File: src/decoder_config_record_nal_extractor_core_assert.svh
// Assertion helpers used by the extractor core.
`ifndef DECODER_CONFIG_RECORD_NAL_EXTRACTOR_CORE_ASSERT_SVH
`define DECODER_CONFIG_RECORD_NAL_EXTRACTOR_CORE_ASSERT_SVH

// Same-cycle implication, checked outside reset.
`define DCRNE_ASSERT_NOW(label, clk, rst_n, ante, cons) \
	label: assert property (@(posedge clk) disable iff (!rst_n) (ante) |-> (cons)) \
		else $error("dcrne same-cycle check failed");

// Next-cycle implication, checked outside reset.
`define DCRNE_ASSERT_NEXT(label, clk, rst_n, ante, cons) \
	label: assert property (@(posedge clk) disable iff (!rst_n) (ante) |=> (cons)) \
		else $error("dcrne next-cycle check failed");

`endif

File: src/dcrne_pkg.sv
package dcrne_pkg;

	typedef enum logic [3:0] {
		PH_HEADER        = 4'd0,
		PH_AVC_SPS_COUNT = 4'd1,
		PH_AVC_PPS_COUNT = 4'd2,
		PH_HEVC_ARRAYS   = 4'd3,
		PH_HEVC_TYPE     = 4'd4,
		PH_HEVC_NUM_HI   = 4'd5,
		PH_HEVC_NUM_LO   = 4'd6,
		PH_LEN_HI        = 4'd7,
		PH_LEN_LO        = 4'd8,
		PH_PAYLOAD       = 4'd9,
		PH_COMPLETE      = 4'd10
	} phase_t;

	localparam logic [1:0] KIND_VPS = 2'd0;
	localparam logic [1:0] KIND_SPS = 2'd1;
	localparam logic [1:0] KIND_PPS = 2'd2;

	localparam logic [1:0] CFG_RECORD_MODE = 2'd0;
	localparam logic [1:0] CFG_VPS_TYPE    = 2'd1;
	localparam logic [1:0] CFG_SPS_TYPE    = 2'd2;
	localparam logic [1:0] CFG_PPS_TYPE    = 2'd3;

	localparam logic [5:0] AVC_HDR_LEN     = 6'd5;
	localparam logic [5:0] HEVC_HDR_LEN    = 6'd22;
	localparam logic [7:0] AVC_IGNORE_MASK = 8'hE0;
	localparam logic [7:0] HEVC_TYPE_MASK  = 8'h3F;

	localparam logic [5:0] VPS_TYPE_RST = 6'd32;
	localparam logic [5:0] SPS_TYPE_RST = 6'd33;
	localparam logic [5:0] PPS_TYPE_RST = 6'd34;

	typedef struct packed {
		logic       hevc;
		logic [5:0] vps_type;
		logic [5:0] sps_type;
		logic [5:0] pps_type;
	} cfg_t;

	typedef struct packed {
		phase_t      phase;
		logic [4:0]  skip;
		logic [7:0]  groups;
		logic [15:0] units;
		logic [15:0] bytes;
		logic [7:0]  hold;
		logic [1:0]  kind;
		logic        kept;
		logic        hevc;
	} state_t;

	typedef struct packed {
		logic        fire;
		logic        unit_begin;
		logic [1:0]  unit_kind;
		logic [15:0] unit_length;
		logic        byte_valid;
		logic [7:0]  payload_byte;
		logic        unit_end;
		logic        record_done;
		logic        parse_status;
	} result_t;

endpackage

File: src/dcrne_step.sv
module dcrne_step (
	input  dcrne_pkg::state_t  st,
	input  dcrne_pkg::cfg_t    cfg,
	input  logic [7:0]         in_byte,
	input  logic               record_end,
	output dcrne_pkg::state_t  nxt,
	output dcrne_pkg::result_t res
);

	logic [5:0]  hdr_cnt;
	logic [5:0]  hdr_len;
	logic [15:0] count;
	logic [15:0] unit_dec;
	logic [15:0] byte_dec;
	logic [15:0] len_full;
	logic [5:0]  nal_type;
	dcrne_pkg::state_t parsed;

	// Phase after the last unit of a list or array.
	function automatic dcrne_pkg::phase_t group_next(input logic hevc, input logic [7:0] groups,
			input logic [1:0] kind);
		if (hevc)
			return (groups != 8'd0) ? dcrne_pkg::PH_HEVC_TYPE : dcrne_pkg::PH_COMPLETE;
		else
			return (kind == dcrne_pkg::KIND_SPS) ? dcrne_pkg::PH_AVC_PPS_COUNT
				: dcrne_pkg::PH_COMPLETE;
	endfunction

	assign hdr_cnt  = {1'b0, st.skip} + 6'd1;
	assign hdr_len  = cfg.hevc ? dcrne_pkg::HEVC_HDR_LEN : dcrne_pkg::AVC_HDR_LEN;
	assign unit_dec = st.units - 16'd1;
	assign byte_dec = st.bytes - 16'd1;
	assign len_full = {st.hold, in_byte};
	assign nal_type = in_byte[5:0] & dcrne_pkg::HEVC_TYPE_MASK[5:0];

	// Next state of the parser for this byte.
	always_comb begin
		parsed = st;
		count  = 16'd0;
		unique case (st.phase)
			dcrne_pkg::PH_HEADER: begin
				if (hdr_cnt >= hdr_len) begin
					parsed.hevc  = cfg.hevc;
					parsed.phase = cfg.hevc ? dcrne_pkg::PH_HEVC_ARRAYS
						: dcrne_pkg::PH_AVC_SPS_COUNT;
					parsed.skip  = 5'd0;
				end else begin
					parsed.skip = hdr_cnt[4:0];
				end
			end
			dcrne_pkg::PH_AVC_SPS_COUNT, dcrne_pkg::PH_AVC_PPS_COUNT: begin
				parsed.kept = 1'b1;
				if (st.phase == dcrne_pkg::PH_AVC_SPS_COUNT) begin
					parsed.kind = dcrne_pkg::KIND_SPS;
					count = {8'd0, in_byte & ~dcrne_pkg::AVC_IGNORE_MASK};
				end else begin
					parsed.kind = dcrne_pkg::KIND_PPS;
					count = {8'd0, in_byte};
				end
				parsed.units = count;
				parsed.phase = (count != 16'd0) ? dcrne_pkg::PH_LEN_HI
					: group_next(parsed.hevc, parsed.groups, parsed.kind);
			end
			dcrne_pkg::PH_HEVC_ARRAYS: begin
				parsed.groups = in_byte;
				parsed.phase  = (in_byte != 8'd0) ? dcrne_pkg::PH_HEVC_TYPE
					: dcrne_pkg::PH_COMPLETE;
			end
			dcrne_pkg::PH_HEVC_TYPE: begin
				parsed.groups = st.groups - 8'd1;
				parsed.kept   = 1'b1;
				// VPS code wins over SPS, SPS over PPS.
				priority if (nal_type == cfg.vps_type)
					parsed.kind = dcrne_pkg::KIND_VPS;
				else if (nal_type == cfg.sps_type)
					parsed.kind = dcrne_pkg::KIND_SPS;
				else if (nal_type == cfg.pps_type)
					parsed.kind = dcrne_pkg::KIND_PPS;
				else begin
					parsed.kind = dcrne_pkg::KIND_VPS;
					parsed.kept = 1'b0;
				end
				parsed.phase = dcrne_pkg::PH_HEVC_NUM_HI;
			end
			dcrne_pkg::PH_HEVC_NUM_HI, dcrne_pkg::PH_LEN_HI: begin
				parsed.hold  = in_byte;
				parsed.phase = (st.phase == dcrne_pkg::PH_LEN_HI) ? dcrne_pkg::PH_LEN_LO
					: dcrne_pkg::PH_HEVC_NUM_LO;
			end
			dcrne_pkg::PH_HEVC_NUM_LO: begin
				parsed.units = len_full;
				parsed.phase = (len_full != 16'd0) ? dcrne_pkg::PH_LEN_HI
					: group_next(st.hevc, st.groups, st.kind);
			end
			dcrne_pkg::PH_LEN_LO: begin
				parsed.bytes = len_full;
				if (len_full != 16'd0)
					parsed.phase = dcrne_pkg::PH_PAYLOAD;
				else begin
					parsed.units = unit_dec;
					parsed.phase = (unit_dec != 16'd0) ? dcrne_pkg::PH_LEN_HI
						: group_next(st.hevc, st.groups, st.kind);
				end
			end
			dcrne_pkg::PH_PAYLOAD: begin
				parsed.bytes = byte_dec;
				if (byte_dec == 16'd0) begin
					parsed.units = unit_dec;
					parsed.phase = (unit_dec != 16'd0) ? dcrne_pkg::PH_LEN_HI
						: group_next(st.hevc, st.groups, st.kind);
				end
			end
			default: parsed.phase = dcrne_pkg::PH_COMPLETE;
		endcase
	end

	// Restart at the header after the closing byte.
	always_comb begin
		if (record_end) begin
			nxt       = '0;
			nxt.phase = dcrne_pkg::PH_HEADER;
		end else begin
			nxt = parsed;
		end
	end

	// Result of this byte.
	always_comb begin
		res = '0;
		if (st.kept && st.phase == dcrne_pkg::PH_LEN_LO) begin
			res.unit_begin  = 1'b1;
			res.unit_kind   = st.kind;
			res.unit_length = len_full;
		end
		if (st.kept && st.phase == dcrne_pkg::PH_PAYLOAD) begin
			res.byte_valid   = 1'b1;
			res.unit_kind    = st.kind;
			res.payload_byte = in_byte;
			res.unit_end     = (byte_dec == 16'd0);
		end
		if (record_end) begin
			res.record_done  = 1'b1;
			res.parse_status = (parsed.phase != dcrne_pkg::PH_COMPLETE);
		end
		res.fire = res.unit_begin | res.byte_valid | res.record_done;
	end

endmodule

File: src/decoder_config_record_nal_extractor_core.sv
// Parameter-set extractor for avcC / hvcC decoder configuration records.
// Input channel (in_valid/in_ready): one record byte per beat, record_end
// marks the final byte of a record. Output channel (out_valid/out_ready):
// a beat announces a kept VPS/SPS/PPS unit (unit_begin, unit_kind,
// unit_length, given on the second length byte), carries one payload byte
// (byte_valid, payload_byte, unit_end on the last one), and/or closes the
// record (record_done with parse_status 0 complete, 1 truncated). Bytes
// that produce nothing (header, counts, skipped units) give no beat.
// Config channel (cfg_valid/cfg_ready/cfg_index/cfg_data): index 0 mode
// (0 AVC, 1 HEVC), 1..3 VPS/SPS/PPS NAL type codes; always ready. Write
// only while the block is idle.
// The output register loads a beat's result at the edge that accepts the
// beat. Throughput: one byte per cycle unless stalled; the whole parse step
// is one combinational pass between the state and output registers.
// Stall: in_ready drops only while a result is held and out_ready is low.
// Reset: mode AVC, type codes 32/33/34, parser at header skip, no result.
module decoder_config_record_nal_extractor_core (
	input  logic        clk,
	input  logic        arst_n,
	input  logic        cfg_valid,
	output logic        cfg_ready,
	input  logic [1:0]  cfg_index,
	input  logic [7:0]  cfg_data,
	input  logic        in_valid,
	output logic        in_ready,
	input  logic [7:0]  in_byte,
	input  logic        record_end,
	output logic        out_valid,
	input  logic        out_ready,
	output logic        unit_begin,
	output logic [1:0]  unit_kind,
	output logic [15:0] unit_length,
	output logic        byte_valid,
	output logic [7:0]  payload_byte,
	output logic        unit_end,
	output logic        record_done,
	output logic        parse_status
);

`include "decoder_config_record_nal_extractor_core_assert.svh"

	dcrne_pkg::cfg_t    cfg_q;
	dcrne_pkg::state_t  st_q;
	dcrne_pkg::state_t  st_nxt;
	dcrne_pkg::result_t res_nxt;
	dcrne_pkg::result_t res_q;
	logic               out_valid_q;
	logic               in_fire;

	assign cfg_ready = 1'b1;
	assign in_ready  = !out_valid_q || out_ready;
	assign in_fire   = in_valid && in_ready;

	// Configuration registers.
	always_ff @(posedge clk or negedge arst_n) begin
		if (!arst_n) begin
			cfg_q.hevc     <= 1'b0;
			cfg_q.vps_type <= dcrne_pkg::VPS_TYPE_RST;
			cfg_q.sps_type <= dcrne_pkg::SPS_TYPE_RST;
			cfg_q.pps_type <= dcrne_pkg::PPS_TYPE_RST;
		end else if (cfg_valid && cfg_ready) begin
			unique case (cfg_index)
				dcrne_pkg::CFG_RECORD_MODE: cfg_q.hevc     <= cfg_data[0];
				dcrne_pkg::CFG_VPS_TYPE:    cfg_q.vps_type <= cfg_data[5:0];
				dcrne_pkg::CFG_SPS_TYPE:    cfg_q.sps_type <= cfg_data[5:0];
				dcrne_pkg::CFG_PPS_TYPE:    cfg_q.pps_type <= cfg_data[5:0];
				default: ;
			endcase
		end
	end

	dcrne_step u_step (
		.st         (st_q),
		.cfg        (cfg_q),
		.in_byte    (in_byte),
		.record_end (record_end),
		.nxt        (st_nxt),
		.res        (res_nxt)
	);

	// Advance the parser on every accepted beat.
	always_ff @(posedge clk or negedge arst_n) begin
		if (!arst_n) begin
			// The all-zero state is the header skip phase.
			st_q <= '0;
		end else if (in_fire) begin
			st_q <= st_nxt;
		end
	end

	// Output register: load a new result, or drop the held one once taken.
	always_ff @(posedge clk or negedge arst_n) begin
		if (!arst_n)
			out_valid_q <= 1'b0;
		else if (in_fire)
			out_valid_q <= res_nxt.fire;
		else if (out_ready)
			out_valid_q <= 1'b0;
	end

	always_ff @(posedge clk) begin
		if (in_fire && res_nxt.fire)
			res_q <= res_nxt;
	end

	assign out_valid    = out_valid_q;
	assign unit_begin   = res_q.unit_begin;
	assign unit_kind    = res_q.unit_kind;
	assign unit_length  = res_q.unit_length;
	assign byte_valid   = res_q.byte_valid;
	assign payload_byte = res_q.payload_byte;
	assign unit_end     = res_q.unit_end;
	assign record_done  = res_q.record_done;
	assign parse_status = res_q.parse_status;

	// A held beat always carries an announcement, a byte or a close.
	`DCRNE_ASSERT_NOW(a_beat_has_content, clk, arst_n, out_valid_q,
		res_q.unit_begin || res_q.byte_valid || res_q.record_done)
	// Announcement and payload byte never share a beat.
	`DCRNE_ASSERT_NOW(a_begin_xor_byte, clk, arst_n, out_valid_q,
		!(res_q.unit_begin && res_q.byte_valid))
	// unit_end only rides on a payload byte.
	`DCRNE_ASSERT_NOW(a_end_on_byte, clk, arst_n, out_valid_q && res_q.unit_end,
		res_q.byte_valid)
	// Closing byte returns the parser to header skip.
	`DCRNE_ASSERT_NEXT(a_restart, clk, arst_n, in_fire && record_end,
		st_q.phase == dcrne_pkg::PH_HEADER && st_q.skip == 5'd0)

endmodule
File: config.mk
export PLATFORM = sky130hd
export DESIGN_NAME = decoder_config_record_nal_extractor_core
export DESIGN_NICKNAME = d
export VERILOG_FILES = /design/src/dcrne_pkg.sv /design/src/dcrne_step.sv /design/src/decoder_config_record_nal_extractor_core.sv
export VERILOG_INCLUDE_DIRS = /design/src /design/src/src
export SDC_FILE = /design/constraint.sdc
export NUM_CORES = 1
export LEC_CHECK = 0
export BUFFER_PORTS_ARGS = -buffer_cell sky130_fd_sc_hd__buf_4
export CELL_PAD_IN_SITES_DETAIL_PLACEMENT = 0
export CELL_PAD_IN_SITES_GLOBAL_PLACEMENT = 1
export CORE_UTILIZATION = 43
export CTS_BUF_LIST = sky130_fd_sc_hd__clkbuf_4
export DETAILED_ROUTE_END_ITERATION = 10
export HOLD_SLACK_MARGIN = 0.02
export PLACE_DENSITY_LB_ADDON = 0.05
export SYNTH_ARGS = -nofsm -noshare
export SYNTH_HDL_FRONTEND = slang
export SYNTH_SLANG_ARGS = --single-unit
File: constraint.sdc
create_clock -name clk -period 3.05 [get_ports clk]
set_input_delay 0.61 -clock clk [delete_from_list [all_inputs] [get_ports clk]]
set_output_delay 0.61 -clock clk [all_outputs]
set_load 0.005 [all_outputs]
==> metrics.yaml, run 1 <==
final_area_sq_mm: 0.007523
power_frac_comb_pct: 40.7
maxCapViolCount: 0
setup_viol: 0
ctsHoldBuffers: 0
cp.buffers_inverters: 3
remaining_drc_errors: 0
dp_cells: 941
ant_nets: 0
grt_pass1_wl_mm: 29.92
portBuffers: 54
drtIter0Drc: 367
crit_cells: 10
io_pins: 58
insertion_delay_ps: 490
drt-total-wl_mm: 18.51
p_clk_share_pct: 16.6
final_util_pct: 50.99
worstMarginPinSlew_ps: 1242
final_nets: 802
critPathTopFamily: "compound AO/OA/AOI/OAI gates"
synth-async-reset-ratio_pct: 72.32
clock_skew_ps: 14.34
grt_remaining_overflow: 0
worst_path_max_delay_cell: "or4_1"
cts_sinks: 112
drt-pass1-iter-count: 5
syn-num-nets: 734
instances_no_fill: 958
rsz0062_at_grt: "no"
vias: 5685
core_area_sq_mm: 0.01475
grt_pass1_vias: 5545
status: "complete, no violations"
dp_slack_ps: -15.68
final_common_cell: "buf_4"
sw_frac_of_total_pct: 39.45
cp_common_cell: "buf_4"
fillCellCount: 1401
cts_tree: "done"
synthesis.area_sq_mm: 0.006585
final_cell_mix: "buf_4 (97), dfrtp_1 (74), o21ai_0 (65)"
clock.fmax_mhz: 348.4
initial_core_util_pct: 44.63
antenna_found_initial: 0
die_y_um: 125.8
n_antenna_cell: 0
path_clk_slew_ps: 180
syn_inst: 701
ff2ff_path_depth: 10
syn-mean-instance-area_sq_um: 9.394
layout-drive-gt1-share_pct: 20.41
endpoint_kind: "register"
powerDensity_mw_per_mm2: 617.0
synth_edf_count: 31
seqCellArea_sq_mm: 0.002967
post_drt_wl_per_cell_um: 19.32
fin_ws_ps: 180.1
design_power_total_mw: 4.642
die_x_um: 125.8
cts_buffers: 9
grt_max_degree: 43
period_share_pct: 94.10
fp.dieArea_sq_mm: 0.01581
multi_input_area_sq_mm: 0.003364
cts.path.max_buffers: 2
gr-usage-all-layers_pct: 24.28
via_per_inst: 5.934
synth_cell_type_count: 74
hold_class: "input pin to asynchronous set/reset pin"
drv_slew: 0
area_growth_pct: 14.25
min_period_ps: 2870
dp_hpwl_mm: 13.20
gp_congestion: 0.8844
post_dp_cell_area_sq_mm: 0.007362
synth_seq_cells: 112
vdd_ir_drop_max_mv: 0.2958
yosysSeqAreaShare_pct: 45.01
critical_path_class: "register to register"
intPower_mw: 2.811
arrival_ps: 3260
synth_flop_cell: "dfrtp_1"
worstPathRequired_ps: 3440
cts_root_buf: "clkbuf_4"
critPathMaxStageDelay_ps: 530
ys_warn_count: 0
rows: 44
pwr-share-seq_pct: 42.8
slew_headroom_pct: 16.62
start_kind: "register"
htree_levels: 3
crit_chain: "inv_1, ha_1, buf_4, or4_1, o211ai_1, nand3_1, o21ai_4, buf_4, a41oi_1, o22a_1"
crit_fanout: 10
p_leak_nw: 3.173
finalHoldViolCount: 0
power_switching_mw: 1.831
[cell families after synthesis]
group,Yosys count,share of synthesized area [%]
compound gates,209,20.77
xor+xnor,28,3.724
fa+ha+maj,9,1.710
buf+inv,61,4.123
flops,112,45.01
mux,20,3.382
other cells,1,0.05695
simple gates,261,21.22
[metrics by stage]
stage | TNS [ps] | hold slack (ps)
final | 0 | 89.00
after global routing | 0 | 101.9
after CTS | 0 | 81.49
after detailed placement | -15.68 | 489.6
after global placement | 0 | 479.4
after floorplan | 0 | 314.4
[registers in the layout (all words and copies together) (netlist names)]
name,count
byte_valid,1
cfg_q,19
out_valid,1
parse_status,1
payload_byte,8
record_done,1
st_q,61
unit_begin,1
unit_end,1
unit_kind,2
unit_length,16
[power by group through the flow]
stage	combinational (mW)	clock, mW	sequential [mW]
after floorplan	1.34	0	1.97
after global placement	1.84	0	2.00
after detailed placement	1.87	0	2.01
after CTS	1.87	0.807	1.98
after global routing	2.09	0.853	2.02
final	1.89	0.769	1.99
[synth_stat cells, types with 5 or more instances]
library cell	number	area [sq um]
nor3b_1	9	67.56
o22a_1	5	43.79
o31ai_1	5	37.54
ha_1	9	112.6
and2_1	30	187.7
or3_1	9	56.30
edfxtp_1	31	930.9
nand3_1	10	50.05
nand2_1	46	172.7
dfstp_2	5	131.4
o211ai_1	6	45.04
mux2_2	18	202.7
nor3_1	23	115.1
nor4_1	18	112.6
nand2b_1	6	37.54
buf_6	5	56.30
xnor2_1	16	140.1
or4_1	6	45.04
a21oi_1	50	250.2
xor2_1	12	105.1
a311oi_1	5	43.79
a31oi_1	5	31.28
nor2b_1	6	37.54
inv_1	20	75.07
a21o_1	5	37.54
clkbuf_1	33	123.9
and3_1	9	56.30
o21ai_0	65	325.3
dfrtp_1	76	1902
nor2_1	63	236.5
nand4_1	6	37.54
a22o_1	12	105.1
[what timing repair did]
action	CTS	global route
setup buffers	0	1
hold endpoints to repair	0	0
gates resized for setup	0	5
endpoints found under the setup margin	0	8
[worst paths after layout]
| kind | from | endpoint | slack [ps] |
|---|---|---|---|
| min in group clk | cfg_data[4] | cfg_q[10] | 360 |
| max in group asynchronous | arst_n | cfg_q[1] | 2250 |
| worst min register to register | st_q[27] | st_q[27] | 520 |
| worst max-delay path | st_q[13] | st_q[43] | 180 |
| worst min-delay path | arst_n | st_q[58] | 90 |
| worst max register to register | st_q[13] | st_q[43] | 180 |
[cell type report]
cell class              count  share of cell area (%)
clock buffers               9                  0.8981
clock inverters             7                  0.9479
inverters                  20                  0.9978
multi-input cells         528                   44.72
flip-flops and latches    112                   39.43
well taps                 184                   3.060
repair buffers             98                   9.945
[metal layers]
layer  track usage (%)  wire length [um]
met2             39.54              8598
met1             32.65              8570
met5                 0                 0
met3             4.460              1041
met4             8.150               301
(Power assumes the default switching activity.)
==> run 2: changes to the inputs <==
- CTS_BUF_LIST: sky130_fd_sc_hd__clkbuf_4 -> sky130_fd_sc_hd__clkbuf_2 sky130_fd_sc_hd__clkbuf_4 sky130_fd_sc_hd__clkbuf_8
==> run 2 against run 1 <==
Sequential cell count unchanged. Utilization up 0.52 points. Combinational power about the same. Via count about the same. Sequential power about the same. Critical path depth unchanged. Final area up 1.0%. Routed wire length up 0.57%. Non-clock buffer count unchanged. Largest cell class unchanged.
==> metrics.yaml, run 2 (same netlist as run 1, synthesis figures left out) <==
cts_tree: "done"
drv_slew: 0  # unchanged
final_common_cell: "buf_4"
n_antenna_cell: 0  # unchanged
vdd_ir_drop_max_mv: 0.2987  # +0.96%
critPathMaxStageDelay_ps: 520  # about the same
remaining_drc_errors: 0  # unchanged
critPathTopFamily: "compound AO/OA/AOI/OAI gates"
max_flop_register: "st_q"
fin_ws_ps: 212.2  # +32.15 ps
cts_sinks: 112  # unchanged
slew_headroom_pct: 15.19  # -1.4 points
min_period_ps: 2838  # -32.15 ps
finalSetupTns_ps: 0  # unchanged
path_clk_slew_ps: 110  # -70 ps
final_nets: 802  # unchanged
r2r-start: "st_q[13]"
largest_reg_flops: 61  # unchanged
worstMarginPinSlew_ps: 1264  # +21.34 ps
layout-drive-gt1-share_pct: 20.41  # unchanged
die_x_um: 125.8  # unchanged
die_y_um: 125.8  # unchanged
rsz0062_at_grt: "no"
clock.fmax_mhz: 352.4  # +1.1%
vias: 5687  # +0.035%
setup_viol: 0  # unchanged
arrival_ps: 3130  # -130 ps
initial_core_util_pct: 44.63  # unchanged
insertion_delay_ps: 390  # -100 ps
p_leak_nw: 3.202  # +0.92%
cp-startpoint: "st_q[13]"
endpoint_kind: "register"
gr-usage-all-layers_pct: 24.32  # +0.039 points
cts_root_buf: "clkbuf_8"
finalHoldViolCount: 0  # unchanged
final_util_pct: 51.51  # +0.52 points
cts_buffers: 9  # unchanged
dp_slack_ps: -15.68  # unchanged
powerDensity_mw_per_mm2: 638.5  # +3.5%
antenna_found_initial: 0  # unchanged
drt-pass1-iter-count: 5  # unchanged
via_per_inst: 5.936  # about the same
drt-total-wl_mm: 18.62  # +0.57%
cts.path.max_buffers: 2  # unchanged
grt_pass1_vias: 5560  # +0.27%
fp.dieArea_sq_mm: 0.01581  # unchanged
fin_hold_ws_ps: 199.9  # +110.9 ps
worst_path_max_delay_cell: "or4_1"
crit_chain: "inv_1, ha_1, buf_4, or4_1, o211ai_1, nand3_1, o21ai_4, buf_4, a41oi_1, o22a_1"
ctsHoldBuffers: 0  # unchanged
htree_levels: 3  # unchanged
hold_class: "input pin to asynchronous set/reset pin"
period_share_pct: 93.04  # -1.1 points
cp_common_cell: "buf_4"
io_pins: 58  # unchanged
clock_skew_ps: 10.75  # -3.587 ps
area_growth_pct: 15.41
post_drt_wl_per_cell_um: 19.44  # +0.57%
critical_path_class: "register to register"
rows: 44  # unchanged
grt_max_degree: 43  # unchanged
dp_hpwl_mm: 13.20  # unchanged
gp_congestion: 0.8844  # unchanged
fillCellCount: 1396  # -0.36%
final_cell_mix: "buf_4 (97), dfrtp_1 (74), o21ai_0 (65)"
worstPathRequired_ps: 3340  # -100 ps
start_kind: "register"
status: "complete, no violations"
drtIter0Drc: 419  # +14%
grt_remaining_overflow: 0  # unchanged
crit_fanout: 10  # unchanged
cp.buffers_inverters: 3  # unchanged
core_area_sq_mm: 0.01475  # unchanged
portBuffers: 54  # unchanged
maxCapViolCount: 0  # unchanged
grt_pass1_wl_mm: 29.87  # -0.16%
ant_nets: 0  # unchanged
## run 2: changes by cell type in the layout (fill, tap and decap cells not counted), sizes merged
cell,change
clkbuf,+2
inv,-2
## run 2: timing repair
action | 4_1_cts | 5_1_grt
endpoints found under the setup margin | 0 | 8
setup buffers | 0 | 1
gates resized for setup | 0 | 5
## run 2: stage by stage
| step | power [mW] | std cells | cell area [sq um] |
|---|---|---|---|
| finish | 4.853 | 958 | 7600 |
| floorplan | 3.305 | 701 | 6588 |
| global placement | 3.840 | 941 | 7362 |
| CTS | 4.862 | 957 | 7577 |
| global route | 5.167 | 958 | 7600 |
| detailed placement | 3.877 | 941 | 7362 |
## run 2: cell type report
type                    count  area, sq um  area share (%)
well taps                 184        230.2           3.029
flip-flops and latches    112         2967           39.04
inverters                  20        75.07          0.9878
clock buffers              11        151.4           1.992
multi-input cells         528         3364           44.27
clock inverters             5        63.81          0.8396
repair buffers             98        748.2           9.845
## run 2: worst paths after layout
kind	to	slack (ps)	depth (start not counted)
min reg2reg	st_q[27]	510	1
min in group clk	cfg_q[10]	460	2
max reg2reg	st_q[43]	210	10
max	st_q[43]	210	10
max in group asynchronous	cfg_q[1]	2150	2
min	st_q[58]	200	1
## run 2: where the power goes
part / switching (mW) / internal (mW) / total, mW
logic: 1.11 / 0.787 / 1.89
registers: 0.214 / 1.77 / 1.99
clock network: 0.542 / 0.431 / 0.973
## run 2: worst reg2reg max path, stage by stage (launching register included)
cell      delay [ps]
dfrtp_1          450
inv_1             90
ha_1             200
buf_4            170
or4_1            520
o211ai_1         200
nand3_1          290
o21ai_4          310
buf_4            180
a41oi_1          120
o22a_1           210
## run 2: layer usage
metal  up-vias  global-route usage [%]  part of all wire, %
met1      2789                   32.49                   47
li1       2718                       -                    -
met2       150                   39.58                   46
met3        30                   4.460                  4.9
met4         0                   8.788                  2.1
met5         -                       0                    0
==> run 3: changes to the inputs <==
- ABC_AREA: not set -> 1
- CORE_UTILIZATION: 43 -> 42
==> run 3 against run 2 <==
Sequential power grew 3%. Worst setup slack better by 230 ps. Routed wire length down 1.5%. Largest power group is now combinational cells. Die area increased by 1.6%. Sequential share of layout area rose by 0.97 points. First-iteration DRC count down 18%. Cell count is 15% higher. Clock power is 7.1% lower. Synthesized cell count rose by 21%. Non-clock buffer count fell by 28.
==> metrics.yaml, run 3 <==
final_area_sq_mm: 0.007410  # -2.5%
synth_edf_count: 31  # unchanged
critical_path_class: "register to register"
clock_skew_ps: 14.68  # +3.929 ps
crit_fanout: 32  # +22
remaining_drc_errors: 0  # unchanged
drt-total-wl_mm: 18.34  # -1.5%
synth_top_area_share_pct: 29.09  # +0.20 points
slew_headroom_pct: 51.33  # +36 points
yosysMostFrequentCell: "nand2_1"
die_x_um: 126.8  # +0.82%
cts.path.max_buffers: 2  # unchanged
start_kind: "register"
grt_remaining_overflow: 0  # unchanged
r2r_slack_ps: 440  # +230 ps
synth_cell_type_count: 45  # -39%
final_cell_mix: "nand2_1 (186), nor2_1 (130), inv_1 (107)"
seqCellArea_sq_mm: 0.002964  # about the same
p_clk_share_pct: 15.5  # -4.6 points
critPathTopFamily: "simple AND/OR/NAND/NOR gates"
gr-usage-all-layers_pct: 24.33  # about the same
instances_no_fill: 1100  # +15%
final_util_pct: 48.74  # -2.8 points
cts_repair_resize_count: 0  # unchanged
final_nets: 940  # +17%
ctsHoldBuffers: 0  # unchanged
syn-num-nets: 880  # +20%
ys_warn_count: 0  # unchanged
post_cts_buffers: 0  # unchanged
worstMarginPinSlew_ps: 726.6  # -537.1 ps
ys_top_cells_by_count: "nand2_1 (186), nor2_1 (131), inv_1 (107)"
reg2reg_to: "st_q[40]"
synth-async-reset-ratio_pct: 72.32  # unchanged
vias: 5765  # +1.4%
design_power_total_mw: 5.828  # +20%
crit_cells: 15  # +5
fillCellCount: 1545  # +11%
min_period_ps: 2610  # -227.6 ps
vdd_ir_drop_max_mv: 0.3355  # +12%
synthesis.area_sq_mm: 0.006539  # -0.70%
p_leak_nw: 3.492  # +9.1%
setup_viol: 0  # unchanged
yosysSeqAreaShare_pct: 45.33  # +0.32 points
multi_input_area_sq_mm: 0.003049  # -9.4%
initial_core_util_pct: 43.01  # -1.6 points
cp_common_cell: "nand2_2"
final_common_cell: "nand2_1"
post_drt_wl_per_cell_um: 16.67  # -14%
sw_frac_of_total_pct: 46.77  # +8.4 points
hold_class: "input pin to asynchronous set/reset pin"
r2r-start: "st_q[13]"
worst_path_max_delay_cell: "dfrtp_1"
fin_hold_ws_ps: 137.5  # -62.40 ps
rsz0062_at_grt: "no"
yosysTopAreaCell: "dfrtp_1"
powerDensity_mw_per_mm2: 786.5  # +23%
cp-startpoint: "st_q[13]"
ff2ff_path_depth: 15  # +5
drv_slew: 0  # unchanged
power_switching_mw: 2.726  # +46%
critPathMaxStageDelay_ps: 380  # -140 ps
largest_reg_flops: 61  # unchanged
finalHoldViolCount: 0  # unchanged
worstPathRequired_ps: 3340  # about the same
cts_buffers: 9  # unchanged
insertion_delay_ps: 410  # +20 ps
cts_root_buf: "clkbuf_8"
rows: 45  # +2.3%
synth_seq_cells: 112  # unchanged
drtIter0Drc: 344  # -18%
via_per_inst: 5.241  # -12%
finalSetupTns_ps: 0  # unchanged
grt_pass1_vias: 5626  # +1.2%
n_antenna_cell: 0  # unchanged
dp_slack_ps: 448.8  # +464.5 ps
dp_hpwl_mm: 13.57  # +2.8%
syn_inst: 847  # +21%
syn-mean-instance-area_sq_um: 7.720  # -18%
drt-pass1-iter-count: 5  # unchanged
dp_cells: 1084  # +15%
fin_ws_ps: 439.9  # +227.6 ps
gp_congestion: 0.8788  # -0.63%
fp.dieArea_sq_mm: 0.01607  # +1.6%
cp.buffers_inverters: 1  # -2
arrival_ps: 2900  # -230 ps
clock.fmax_mhz: 383.1  # +8.7%
max_flop_register: "st_q"
period_share_pct: 85.58  # -7.5 points
critical_path.endpoint: "st_q[40]"
pwr-share-seq_pct: 35.1  # -5.8 points
die_y_um: 126.8  # +0.82%
post_dp_cell_area_sq_mm: 0.007211  # -2.1%
io_pins: 58  # unchanged
antenna_found_initial: 0  # unchanged
path_clk_slew_ps: 110  # about the same
endpoint_kind: "register"
ant_nets: 0  # unchanged
area_growth_pct: 13.32
layout-drive-gt1-share_pct: 15.24  # -5.2 points
synthTopCellsByArea: "dfrtp_1 (29%), edfxtp_1 (14%), nand2_1 (11%)"
portBuffers: 54  # unchanged
cts_sinks: 112  # unchanged
maxCapViolCount: 0  # unchanged
crit_chain: "inv_1, ha_1, nand2_4, nor2_1, nand2_1, xor2_1, nand2_1, nor2_2, nand2_2, nand2_2, nand2_2, nand2_2, nand2_4, nor2_1, a21oi_2"
power_frac_comb_pct: 49.4  # +10 points
grt_pass1_wl_mm: 29.86  # about the same
core_area_sq_mm: 0.01520  # +3.0%
cts_tree: "done"
grt_max_degree: 51  # +19%
synth_flop_cell: "dfrtp_1"
htree_levels: 3  # unchanged
intPower_mw: 3.102  # +3.7%
status: "complete, no violations"
-- run 3: logic make-up (layout without fill, tap and decap cells) --
| group | count (synthesis) | after routing | synth area share, % |
|---|---|---|---|
| flip-flops | 112 | 112 | 45.33 |
| other | 1 | 1 | 0.05735 |
| AO/OA/AOI/OAI | 161 | 161 | 14.94 |
| XOR/XNOR | 20 | 20 | 2.679 |
| AND/OR/NAND/NOR | 410 | 410 | 27.11 |
| adder cells (fa/ha/maj) | 9 | 9 | 1.722 |
| buffers and inverters | 134 | 199 | 8.152 |
-- run 3: worst min path at each step --
stage	start	endpoint	cells after the start
6_report	arst_n	st_q[36]	1
5_1_grt	arst_n	st_q[36]	1
4_1_cts	arst_n	st_q[37]	1
3_5_place_dp	cfg_q[3]	cfg_q[3]	2
3_3_place_gp	st_q[29]	st_q[29]	2
2_1_floorplan	arst_n	cfg_q[0]	0
-- run 3: routing by layer --
layer	GRT usage (%)	up-vias	wire length, um	part of all wire, %
met2	39.32	118	8462	46
li1	-	2890	-	-
met3	4.133	22	752	4.1
met1	33.14	2735	8750	48
met5	0	-	0	0
met4	8.263	0	378	2.1
-- run 3: area by class of cell --
type | count | area share, %
tap | 188 | 3.175
clock inverter | 7 | 1.013
timing repair buffer | 70 | 7.261
inverter | 113 | 5.724
multi-input combinational | 601 | 41.15
clock buffer | 9 | 1.672
sequential | 112 | 40.00
-- run 3: power groups by stage --
stage | sequential (mW) | combinational, mW | clock [mW]
floorplan | 2.02 | 2.18 | 0
global placement | 2.07 | 2.82 | 0
detailed placement | 2.07 | 2.86 | 0
CTS | 2.04 | 2.87 | 0.942
global route | 2.09 | 3.30 | 0.987
finish | 2.04 | 2.88 | 0.904
-- run 3: worst register-to-register path, delay by kind of cell (launching register included) --
family / cells / cell delay (ps)
AND/OR/NAND/NOR: 11 / 1450
flip-flops: 1 / 380
adder cells (fa/ha/maj): 1 / 300
XOR/XNOR: 1 / 180
buffers and inverters: 1 / 160
AO/OA/AOI/OAI: 1 / 40
